--- src/rgb5a3b_pkg.sv ---
// Shared constants, types and register codes for the RGB5A3 banner decoder.
// No dependencies.
package rgb5a3b_pkg;

    localparam int BANNER_WIDTH  = 96;
    localparam int BANNER_HEIGHT = 32;

    localparam int TILE_COLS = (BANNER_WIDTH / 4) > 0 ? (BANNER_WIDTH / 4) : 1;
    localparam int TILE_ROWS = (BANNER_HEIGHT / 4) > 0 ? (BANNER_HEIGHT / 4) : 1;
    localparam int COL_W     = (TILE_COLS > 1) ? $clog2(TILE_COLS) : 1;
    localparam int ROW_W     = (TILE_ROWS > 1) ? $clog2(TILE_ROWS) : 1;

    localparam int NUM_LANES = 4;
    localparam int IDX_W     = 12;
    localparam int TEXEL_W   = 16;
    localparam int PIX_W     = 32;
    localparam int COLOR_W   = 24;

    localparam logic [1:0] CFG_SMALL_ICONS     = 2'd0;
    localparam logic [1:0] CFG_PIXEL_FORMAT    = 2'd1;
    localparam logic [1:0] CFG_WINDOW_COLOR    = 2'd2;
    localparam logic [1:0] CFG_HIGHLIGHT_COLOR = 2'd3;

    localparam logic [1:0] FMT_8BIT   = 2'd0;
    localparam logic [1:0] FMT_RGB565 = 2'd1;
    localparam logic [1:0] FMT_RGB24  = 2'd2;
    localparam logic [1:0] FMT_RGB32  = 2'd3;

    // [2] red, [1] green, [0] blue
    typedef logic [2:0][7:0] t_rgb;

    typedef struct packed {
        t_rgb norm;
        t_rgb high;
    } t_lane_out;

    typedef struct packed {
        logic [IDX_W-1:0] idx;
        logic             half;
        logic             done;
    } t_meta;

endpackage

--- src/r5b_lane.sv ---
// One texel decode lane: byte swap, 555 widening or 3-bit alpha blend over
// the window and highlight colors. Two register stages. Uses rgb5a3b_pkg.
module r5b_lane (
    input  logic                               i_clk,
    input  logic                               i_en1,
    input  logic                               i_en2,
    input  logic [rgb5a3b_pkg::TEXEL_W-1:0]    i_texel,
    input  rgb5a3b_pkg::t_rgb                  i_window,
    input  rgb5a3b_pkg::t_rgb                  i_highlight,
    output rgb5a3b_pkg::t_lane_out             o_pix
);
    import rgb5a3b_pkg::*;

    localparam logic [13:0] RECIP7 = 14'd9363;

    logic [15:0]        p;
    logic [2:0]         alpha;
    logic [2:0]         inv_alpha;
    logic               n_opq;
    t_rgb               n_wide;
    logic [2:0][10:0]   n_num_n;
    logic [2:0][10:0]   n_num_h;
    logic [2:0][10:0]   fg;

    logic               r_opq;
    t_rgb               r_wide;
    logic [2:0][10:0]   r_num_n;
    logic [2:0][10:0]   r_num_h;
    t_lane_out          r_pix;
    t_lane_out          n_pix;

    function automatic logic [7:0] div7(input logic [10:0] num);
        logic [24:0] prod;
        prod = 25'(num) * 25'(RECIP7);
        return prod[23:16];
    endfunction

    always_comb begin
        p         = {i_texel[7:0], i_texel[15:8]};
        n_opq     = p[15];
        alpha     = p[14:12];
        inv_alpha = 3'd7 - alpha;
        for (int ch = 0; ch < 3; ch++) begin
            n_wide[ch]  = {p[5*ch +: 5], p[5*ch+2 +: 3]};
            fg[ch]      = 11'({p[4*ch +: 4], 4'b0}) * 11'(alpha);
            n_num_n[ch] = fg[ch] + 11'(i_window[ch]) * 11'(inv_alpha);
            n_num_h[ch] = fg[ch] + 11'(i_highlight[ch]) * 11'(inv_alpha);
        end
    end

    always_comb begin
        for (int ch = 0; ch < 3; ch++) begin
            if (r_opq) begin
                n_pix.norm[ch] = r_wide[ch];
                n_pix.high[ch] = r_wide[ch];
            end else begin
                n_pix.norm[ch] = div7(r_num_n[ch]);
                n_pix.high[ch] = div7(r_num_h[ch]);
            end
        end
    end

    always_ff @(posedge i_clk) begin
        if (i_en1) begin
            r_opq   <= n_opq;
            r_wide  <= n_wide;
            r_num_n <= n_num_n;
            r_num_h <= n_num_h;
        end
        if (i_en2) begin
            r_pix <= n_pix;
        end
    end

    assign o_pix = r_pix;

endmodule

--- src/r5b_merge.sv ---
// Merge stage: holds the four lane results, averages them in small mode,
// selects one pixel and packs it. Uses rgb5a3b_pkg.
module r5b_merge (
    input  logic                                                i_clk,
    input  logic                                                i_load,
    input  logic                                                i_small,
    input  rgb5a3b_pkg::t_lane_out [rgb5a3b_pkg::NUM_LANES-1:0] i_lanes,
    input  logic [1:0]                                          i_sel,
    input  logic [1:0]                                          i_fmt,
    output logic [rgb5a3b_pkg::PIX_W-1:0]                       o_normal,
    output logic [rgb5a3b_pkg::PIX_W-1:0]                       o_highlight
);
    import rgb5a3b_pkg::*;

    t_lane_out [NUM_LANES-1:0] r_pix;
    t_lane_out [NUM_LANES-1:0] n_pix;
    t_lane_out                 avg;
    t_lane_out                 cur;
    logic [9:0]                sum_n;
    logic [9:0]                sum_h;

    function automatic logic [PIX_W-1:0] pack(input t_rgb c, input logic [1:0] fmt);
        logic [PIX_W-1:0] res;
        unique case (fmt)
            FMT_8BIT:   res = {24'b0, c[2] | (c[1] ^ c[0])};
            FMT_RGB565: res = {16'b0, c[2][7:3], c[1][7:2], c[0][7:3]};
            FMT_RGB24:  res = {8'b0, c[2], c[1], c[0]};
            FMT_RGB32:  res = {8'hFF, c[2], c[1], c[0]};
            default:    res = '0;
        endcase
        return res;
    endfunction

    always_comb begin
        for (int ch = 0; ch < 3; ch++) begin
            sum_n = '0;
            sum_h = '0;
            for (int l = 0; l < NUM_LANES; l++) begin
                sum_n = sum_n + 10'(i_lanes[l].norm[ch]);
                sum_h = sum_h + 10'(i_lanes[l].high[ch]);
            end
            avg.norm[ch] = sum_n[9:2];
            avg.high[ch] = sum_h[9:2];
        end
        n_pix = i_lanes;
        if (i_small) begin
            n_pix[0] = avg;
        end
    end

    always_ff @(posedge i_clk) begin
        if (i_load) begin
            r_pix <= n_pix;
        end
    end

    always_comb begin
        cur         = r_pix[i_sel];
        o_normal    = pack(cur.norm, i_fmt);
        o_highlight = (i_fmt == FMT_8BIT) ? pack(cur.norm, i_fmt) : pack(cur.high, i_fmt);
    end

endmodule

--- src/rgb5a3_banner_to_rgb_unit.sv ---
// Top level of the RGB5A3 banner decoder: config registers, tile/quad
// counters, four decode lanes, merge stage and output register.
// Uses rgb5a3b_pkg, r5b_lane, r5b_merge.
//
// Each transfer on the input carries one 2x2 quad of a 4x4-tiled banner,
// quads in tile order and tiles left to right, top to bottom; position
// counters wrap after the last quad. Four lanes decode the texels in
// parallel. In small mode one averaged pixel comes out per quad, so a quad
// can be taken every cycle while the output is not stalled; in large mode
// four pixels come out one per cycle while not stalled, and the merge stage
// feeding the single output register holds each quad until its last pixel
// has gone out. Configuration writes are always ready and must only happen
// while the block is idle.
module rgb5a3_banner_to_rgb_unit (
    input  logic                                i_clk,
    input  logic                                i_rst_n,
    input  logic                                i_cfg_valid,
    output logic                                o_cfg_ready,
    input  logic [1:0]                          i_cfg_index,
    input  logic [rgb5a3b_pkg::COLOR_W-1:0]     i_cfg_data,
    input  logic                                i_in_valid,
    output logic                                o_in_stall,
    input  logic [rgb5a3b_pkg::TEXEL_W-1:0]     i_texel_top_left,
    input  logic [rgb5a3b_pkg::TEXEL_W-1:0]     i_texel_top_right,
    input  logic [rgb5a3b_pkg::TEXEL_W-1:0]     i_texel_bottom_left,
    input  logic [rgb5a3b_pkg::TEXEL_W-1:0]     i_texel_bottom_right,
    output logic                                o_out_valid,
    input  logic                                i_out_stall,
    output logic [rgb5a3b_pkg::IDX_W-1:0]       o_pixel_index,
    output logic [rgb5a3b_pkg::PIX_W-1:0]       o_normal_pixel,
    output logic [rgb5a3b_pkg::PIX_W-1:0]       o_highlight_pixel,
    output logic                                o_last_of_item,
    output logic                                o_banner_done
);
    import rgb5a3b_pkg::*;

    localparam logic [IDX_W-1:0] W_FULL = IDX_W'(BANNER_WIDTH);
    localparam logic [IDX_W-1:0] W_HALF = IDX_W'(BANNER_WIDTH / 2);
    localparam logic [COL_W-1:0] COL_LAST = COL_W'(TILE_COLS - 1);
    localparam logic [ROW_W-1:0] ROW_LAST = ROW_W'(TILE_ROWS - 1);

    // config
    logic               r_small;
    logic [1:0]         r_fmt;
    t_rgb               r_window;
    t_rgb               r_highlight;

    // position
    logic [COL_W-1:0]   r_col;
    logic [ROW_W-1:0]   r_row;
    logic [1:0]         r_quad;

    // pipeline control
    logic               r_s1_valid, r_s2_valid, r_s3_valid, r_o_valid;
    logic               n_s1_valid, n_s2_valid, n_s3_valid, n_o_valid;
    t_meta              r_s1_meta, r_s2_meta, r_s3_meta;
    t_meta              n_meta;
    logic [1:0]         r_s3_q;
    logic [IDX_W-1:0]   r_o_idx;
    logic [PIX_W-1:0]   r_o_norm;
    logic [PIX_W-1:0]   r_o_high;
    logic               r_o_last;
    logic               r_o_done;

    logic               out_rdy, s3_emit, s3_last, s3_rdy;
    logic               s2_mv, s2_rdy, s1_mv, s1_rdy, in_acc;

    logic [IDX_W-1:0]   y0, x0, ys, xs, cur_idx;
    logic [2*IDX_W-1:0] prod_full, prod_half;

    logic [NUM_LANES-1:0][TEXEL_W-1:0] texels;
    t_lane_out [NUM_LANES-1:0]         lane_pix;
    logic [PIX_W-1:0]                  mrg_norm;
    logic [PIX_W-1:0]                  mrg_high;

    assign o_cfg_ready = 1'b1;

    always_ff @(posedge i_clk) begin
        if (!i_rst_n) begin
            r_small     <= 1'b0;
            r_fmt       <= FMT_RGB32;
            r_window    <= 24'hFFFFFF;
            r_highlight <= '0;
        end else if (i_cfg_valid) begin
            unique case (i_cfg_index)
                CFG_SMALL_ICONS:     r_small     <= i_cfg_data[0];
                CFG_PIXEL_FORMAT:    r_fmt       <= i_cfg_data[1:0];
                CFG_WINDOW_COLOR:    r_window    <= i_cfg_data;
                CFG_HIGHLIGHT_COLOR: r_highlight <= i_cfg_data;
                default:             r_small     <= r_small;
            endcase
        end
    end

    // handshake chain
    always_comb begin
        out_rdy    = !r_o_valid || !i_out_stall;
        s3_emit    = r_s3_valid && out_rdy;
        s3_last    = r_s3_meta.half || (r_s3_q == 2'd3);
        s3_rdy     = !r_s3_valid || (s3_emit && s3_last);
        s2_mv      = r_s2_valid && s3_rdy;
        s2_rdy     = !r_s2_valid || s3_rdy;
        s1_mv      = r_s1_valid && s2_rdy;
        s1_rdy     = !r_s1_valid || s2_rdy;
        in_acc     = i_in_valid && s1_rdy;
        n_s1_valid = in_acc || (r_s1_valid && !s2_rdy);
        n_s2_valid = s1_mv || (r_s2_valid && !s3_rdy);
        n_s3_valid = s2_mv || (r_s3_valid && !(s3_emit && s3_last));
        n_o_valid  = s3_emit || (r_o_valid && i_out_stall);
    end

    assign o_in_stall = !s1_rdy;

    // index of the quad's first pixel, kept to 12 bits
    always_comb begin
        y0        = IDX_W'({r_row, r_quad[1], 1'b0});
        x0        = IDX_W'({r_col, r_quad[0], 1'b0});
        ys        = IDX_W'({r_row, r_quad[1]});
        xs        = IDX_W'({r_col, r_quad[0]});
        prod_full = y0 * W_FULL;
        prod_half = ys * W_HALF;
        n_meta.half  = r_small;
        n_meta.done  = (r_quad == 2'd3) && (r_col == COL_LAST) && (r_row == ROW_LAST);
        n_meta.idx   = r_small ? prod_half[IDX_W-1:0] + xs : prod_full[IDX_W-1:0] + x0;
    end

    always_ff @(posedge i_clk) begin
        if (!i_rst_n) begin
            r_col  <= '0;
            r_row  <= '0;
            r_quad <= '0;
        end else if (in_acc) begin
            r_quad <= r_quad + 2'd1;
            if (r_quad == 2'd3) begin
                if (r_col == COL_LAST) begin
                    r_col <= '0;
                    r_row <= (r_row == ROW_LAST) ? '0 : r_row + 1'b1;
                end else begin
                    r_col <= r_col + 1'b1;
                end
            end
        end
    end

    always_ff @(posedge i_clk) begin
        if (!i_rst_n) begin
            r_s1_valid <= 1'b0;
            r_s2_valid <= 1'b0;
            r_s3_valid <= 1'b0;
            r_o_valid  <= 1'b0;
            r_s3_q     <= '0;
        end else begin
            r_s1_valid <= n_s1_valid;
            r_s2_valid <= n_s2_valid;
            r_s3_valid <= n_s3_valid;
            r_o_valid  <= n_o_valid;
            if (s2_mv) begin
                r_s3_q <= '0;
            end else if (s3_emit) begin
                r_s3_q <= r_s3_q + 2'd1;
            end
        end
    end

    always_ff @(posedge i_clk) begin
        if (in_acc) begin
            r_s1_meta <= n_meta;
        end
        if (s1_mv) begin
            r_s2_meta <= r_s1_meta;
        end
        if (s2_mv) begin
            r_s3_meta <= r_s2_meta;
        end
        if (s3_emit) begin
            r_o_idx  <= cur_idx;
            r_o_norm <= mrg_norm;
            r_o_high <= mrg_high;
            r_o_last <= s3_last;
            r_o_done <= s3_last && r_s3_meta.done;
        end
    end

    always_comb begin
        cur_idx = r_s3_meta.idx + (r_s3_q[1] ? W_FULL : '0) + IDX_W'(r_s3_q[0]);
    end

    assign texels = {i_texel_bottom_right, i_texel_bottom_left,
                     i_texel_top_right, i_texel_top_left};

    for (genvar l = 0; l < NUM_LANES; l++) begin : g_lane
        r5b_lane u_lane (
            .i_clk       (i_clk),
            .i_en1       (in_acc),
            .i_en2       (s1_mv),
            .i_texel     (texels[l]),
            .i_window    (r_window),
            .i_highlight (r_highlight),
            .o_pix       (lane_pix[l])
        );
    end

    r5b_merge u_merge (
        .i_clk       (i_clk),
        .i_load      (s2_mv),
        .i_small     (r_s2_meta.half),
        .i_lanes     (lane_pix),
        .i_sel       (r_s3_q),
        .i_fmt       (r_fmt),
        .o_normal    (mrg_norm),
        .o_highlight (mrg_high)
    );

    assign o_out_valid       = r_o_valid;
    assign o_pixel_index     = r_o_idx;
    assign o_normal_pixel    = r_o_norm;
    assign o_highlight_pixel = r_o_high;
    assign o_last_of_item    = r_o_last;
    assign o_banner_done     = r_o_done;

endmodule

--- config.mk ---
export PLATFORM = sky130hd
export DESIGN_NAME = rgb5a3_banner_to_rgb_unit
export DESIGN_NICKNAME = d
export VERILOG_FILES = /design/src/rgb5a3b_pkg.sv /design/src/r5b_lane.sv /design/src/r5b_merge.sv /design/src/rgb5a3_banner_to_rgb_unit.sv
export SDC_FILE = /design/constraint.sdc
export NUM_CORES = 2
export LEC_CHECK = 0
export ABC_AREA = 1
export BUFFER_PORTS_ARGS = -buffer_cell sky130_fd_sc_hd__buf_2
export CAP_MARGIN = 30
export CORE_MARGIN = 2
export CORE_UTILIZATION = 35
export DETAILED_ROUTE_END_ITERATION = 16
export PLACE_DENSITY = 0.55
export SYNTH_ARGS = -nofsm -noshare
export SYNTH_HDL_FRONTEND = slang
export SYNTH_SLANG_ARGS = --single-unit
--- constraint.sdc ---
create_clock -name i_clk -period 13.6 [get_ports i_clk]
set_input_delay 2.72 -clock i_clk [delete_from_list [all_inputs] [get_ports i_clk]]
set_output_delay 2.72 -clock i_clk [all_outputs]
set_load 0.02 [all_outputs]
==> metrics.cfg <==
[outcome]
outcome=finished clean

[floorplanning]
floorplan.initialDensity=0.351
core-area_sq_um=317000
die_y_microns=568
die_area_sq_um=323000
ios=176
die-width_microns=568
rows=207

[placed_design]
gp_congestion=0.953
place_hpwl_mm=295
io_buffers=174

[detailed_routing]
route.detailed.drc=0
dr_total_vias=88595
postRouteAntennaNets=0
drt_iter0_markers=6917
routedWlPerCell_microns=19.9
routed_wl_mm=354
drt_pass1_iterations=6
routed_via_density=4.98

[clock_tree]
htree_levels=3
cts_sinks=885
cts_tree=built
insertion_delay_ps=810
cts.hold.buffers_added=0
postCtsSetupRepairBufs=0
ctsResizeCount=0
cts-root-buf=clkbuf_16
clk_path_buf_depth=3
numCtsBuffers=103
clk_transition_reported_paths_ps=60

[synthesis]
yosys_warnings=0
synth.distinct_cells=50
synth-seq-cells=885
ys.flop_type=edfxtp_1
synth_area_leaders=ha_1 25%, edfxtp_1 22%, fa_1 15%, nand2_1 9.7%, inv_1 8.2%
synthesis.nets=16471
synth_edf_count=818
synth.most_common_cell=nand2_1
ys_seq_area_frac=0.232
async_flop_share=0
synth_top_area_share=0.250
synthTopCellsByCount=2869 x nand2_1, 2423 x inv_1, 2225 x ha_1
synth_area_per_cell_sq_um=8.37
postSynthCellCount=13315
yosysTopAreaCell=ha_1
netlist_area_sq_um=111000

[worst_hold_path]
hold_class=register to register
hold_end=r_s2_meta[6]
min_from=r_s1_meta[6]
min_path_cells=0

[worst_setup_path]
setup.worst_path.end_class=output port
r2r_end=g_lane[0].u_lane.o_pix[44]
critPathMaxFanout=4
rrSetupSlack_ps=8570
cp.arrival_ps=3540
r2r-start=g_lane[0].u_lane.r_num_n[31]
path_class=primary input to output port
worst_ep_required_time_ps=10880
rr_worst_depth=17
start_kind=primary input

[timing]
finalHoldViolations=0
fmax_ghz=0.160
clock_skew_ps=68.5
slew_headroom=0.256
fin_crit_sh=0.460
tns_ps=0
period_minus_slack_ps=6260
rsz0062_at_grt=false
setup_violations=0
worst_pin_slew_ps=1100
slew_violations=0

[grt]
grt_start_max_net_pins=143
grt_pass1_wl_mm=533
grt_pass1_vias=86264
antenna_found_initial=88
track_usage=0.219
gr-total-overflow=0

[cells_and_area]
fillers=32509
area_growth_pct=9.03
drive_gt1_frac=0.0384
nets=16648

[job]
drv_cap=0

## per-layer routing
layer | GRT usage | part of all wire | wire length [microns]
met1 | 0.297 | 0.45 | 158000
met2 | 0.348 | 0.44 | 155000
met3 | 0.0371 | 0.070 | 24700
met4 | 0.0807 | 0.045 | 16000
met5 | 0 | 0.00096 | 340
## state kept, by name, indices dropped and copies added, names as in the netlist, 14 cells and up
| name | count |
|---|---|
| g_lane.u_lane.o_pix | 192 |
| g_lane.u_lane.r_num_h | 132 |
| g_lane.u_lane.r_num_n | 132 |
| g_lane.u_lane.r_wide | 60 |
| o_highlight_pixel | 25 |
| o_normal_pixel | 25 |
| r_highlight | 24 |
| r_s1_meta | 14 |
| r_s2_meta | 14 |
| r_s3_meta | 14 |
| r_window | 24 |
| u_merge.r_pix | 192 |
## layout make-up
type                            count  area [sq um]  share of cell area
Tap cell                         4180          5230              0.0430
Antenna cell                       34          85.1            0.000700
Inverter                         2440          9180              0.0755
Sequential cell                   885         25900               0.213
Multi-Input combinational cell   9776         75400               0.621
Clock buffer                      124          2720              0.0224
Clock inverter                     69           918             0.00756
Timing Repair Buffer              286          2050              0.0169
## worst max path at each step
| stage | start | to | cells past startpoint |
|---|---|---|---|
| after floorplan | i_out_stall | r_s3_meta[0] | 5 |
| after global placement | i_texel_bottom_right[5] | g_lane[3].u_lane.r_num_n[19] | 13 |
| after detailed placement | i_texel_bottom_right[5] | g_lane[3].u_lane.r_num_n[19] | 14 |
| after CTS | i_out_stall | o_in_stall | 8 |
| after global routing | i_out_stall | o_in_stall | 8 |
| final | i_out_stall | o_in_stall | 8 |
## worst max-delay path, cell delays in order
cell and delay (ps):
buf_2 80, nand2_1 90, o21ai_2 80, nand2_2 90
nor2_2 100, nand2_1 90, inv_1 110, buf_2 180
## through the flow
step	util	cell area [sq um]	instances	hold WS, ps	worst slack (ps)
3_5_place_dp	0.371	118000	17566	405	6940
6_report	0.383	122000	17794	360	7340
3_3_place_gp	0.370	117000	17547	402	6640
2_1_floorplan	-	111000	13315	400	1190
4_1_cts	0.383	121000	17759	350	7350
5_1_grt	0.383	121000	17770	379	7240
## cells by family after synthesis
logic type | after synthesis | synth area share
buf+inv | 2654 | 0.0909
fa+ha+maj | 3061 | 0.400
other cells | 1 | 0.0000337
xor+xnor | 312 | 0.0245
compound gates | 1523 | 0.0746
simple gates | 4879 | 0.177
flops | 885 | 0.232
## placed cells by master (no fill, tap or decap), types with 8 or more instances in the layout
cell type,instances
a21boi_0,48
a21o_1,35
a21oi_1,744
a32o_1,11
and2_1,31
buf_16,12
buf_2,175
buf_4,89
bufinv_16,14
clkbuf_1,15
clkbuf_16,103
clkinv_1,29
clkinv_2,10
clkinv_4,8
clkinvlp_4,11
dfxtp_1,65
diode_2,34
edfxtp_1,818
fa_1,836
ha_1,2225
inv_1,2414
nand2_1,2869
nand2_2,11
nand3_1,520
nand3b_1,42
nand4_1,109
nor2_1,1172
nor3_1,62
nor3b_1,16
o211ai_1,34
o21a_1,18
o21ai_0,494
o21ai_1,16
o21bai_1,69
o221ai_1,8
o22ai_1,26
or2_2,29
xnor2_1,101
xor2_1,211
Power is not shown: default switching activity piles up to over one toggle a cycle in this logic, so the estimate is an artifact.
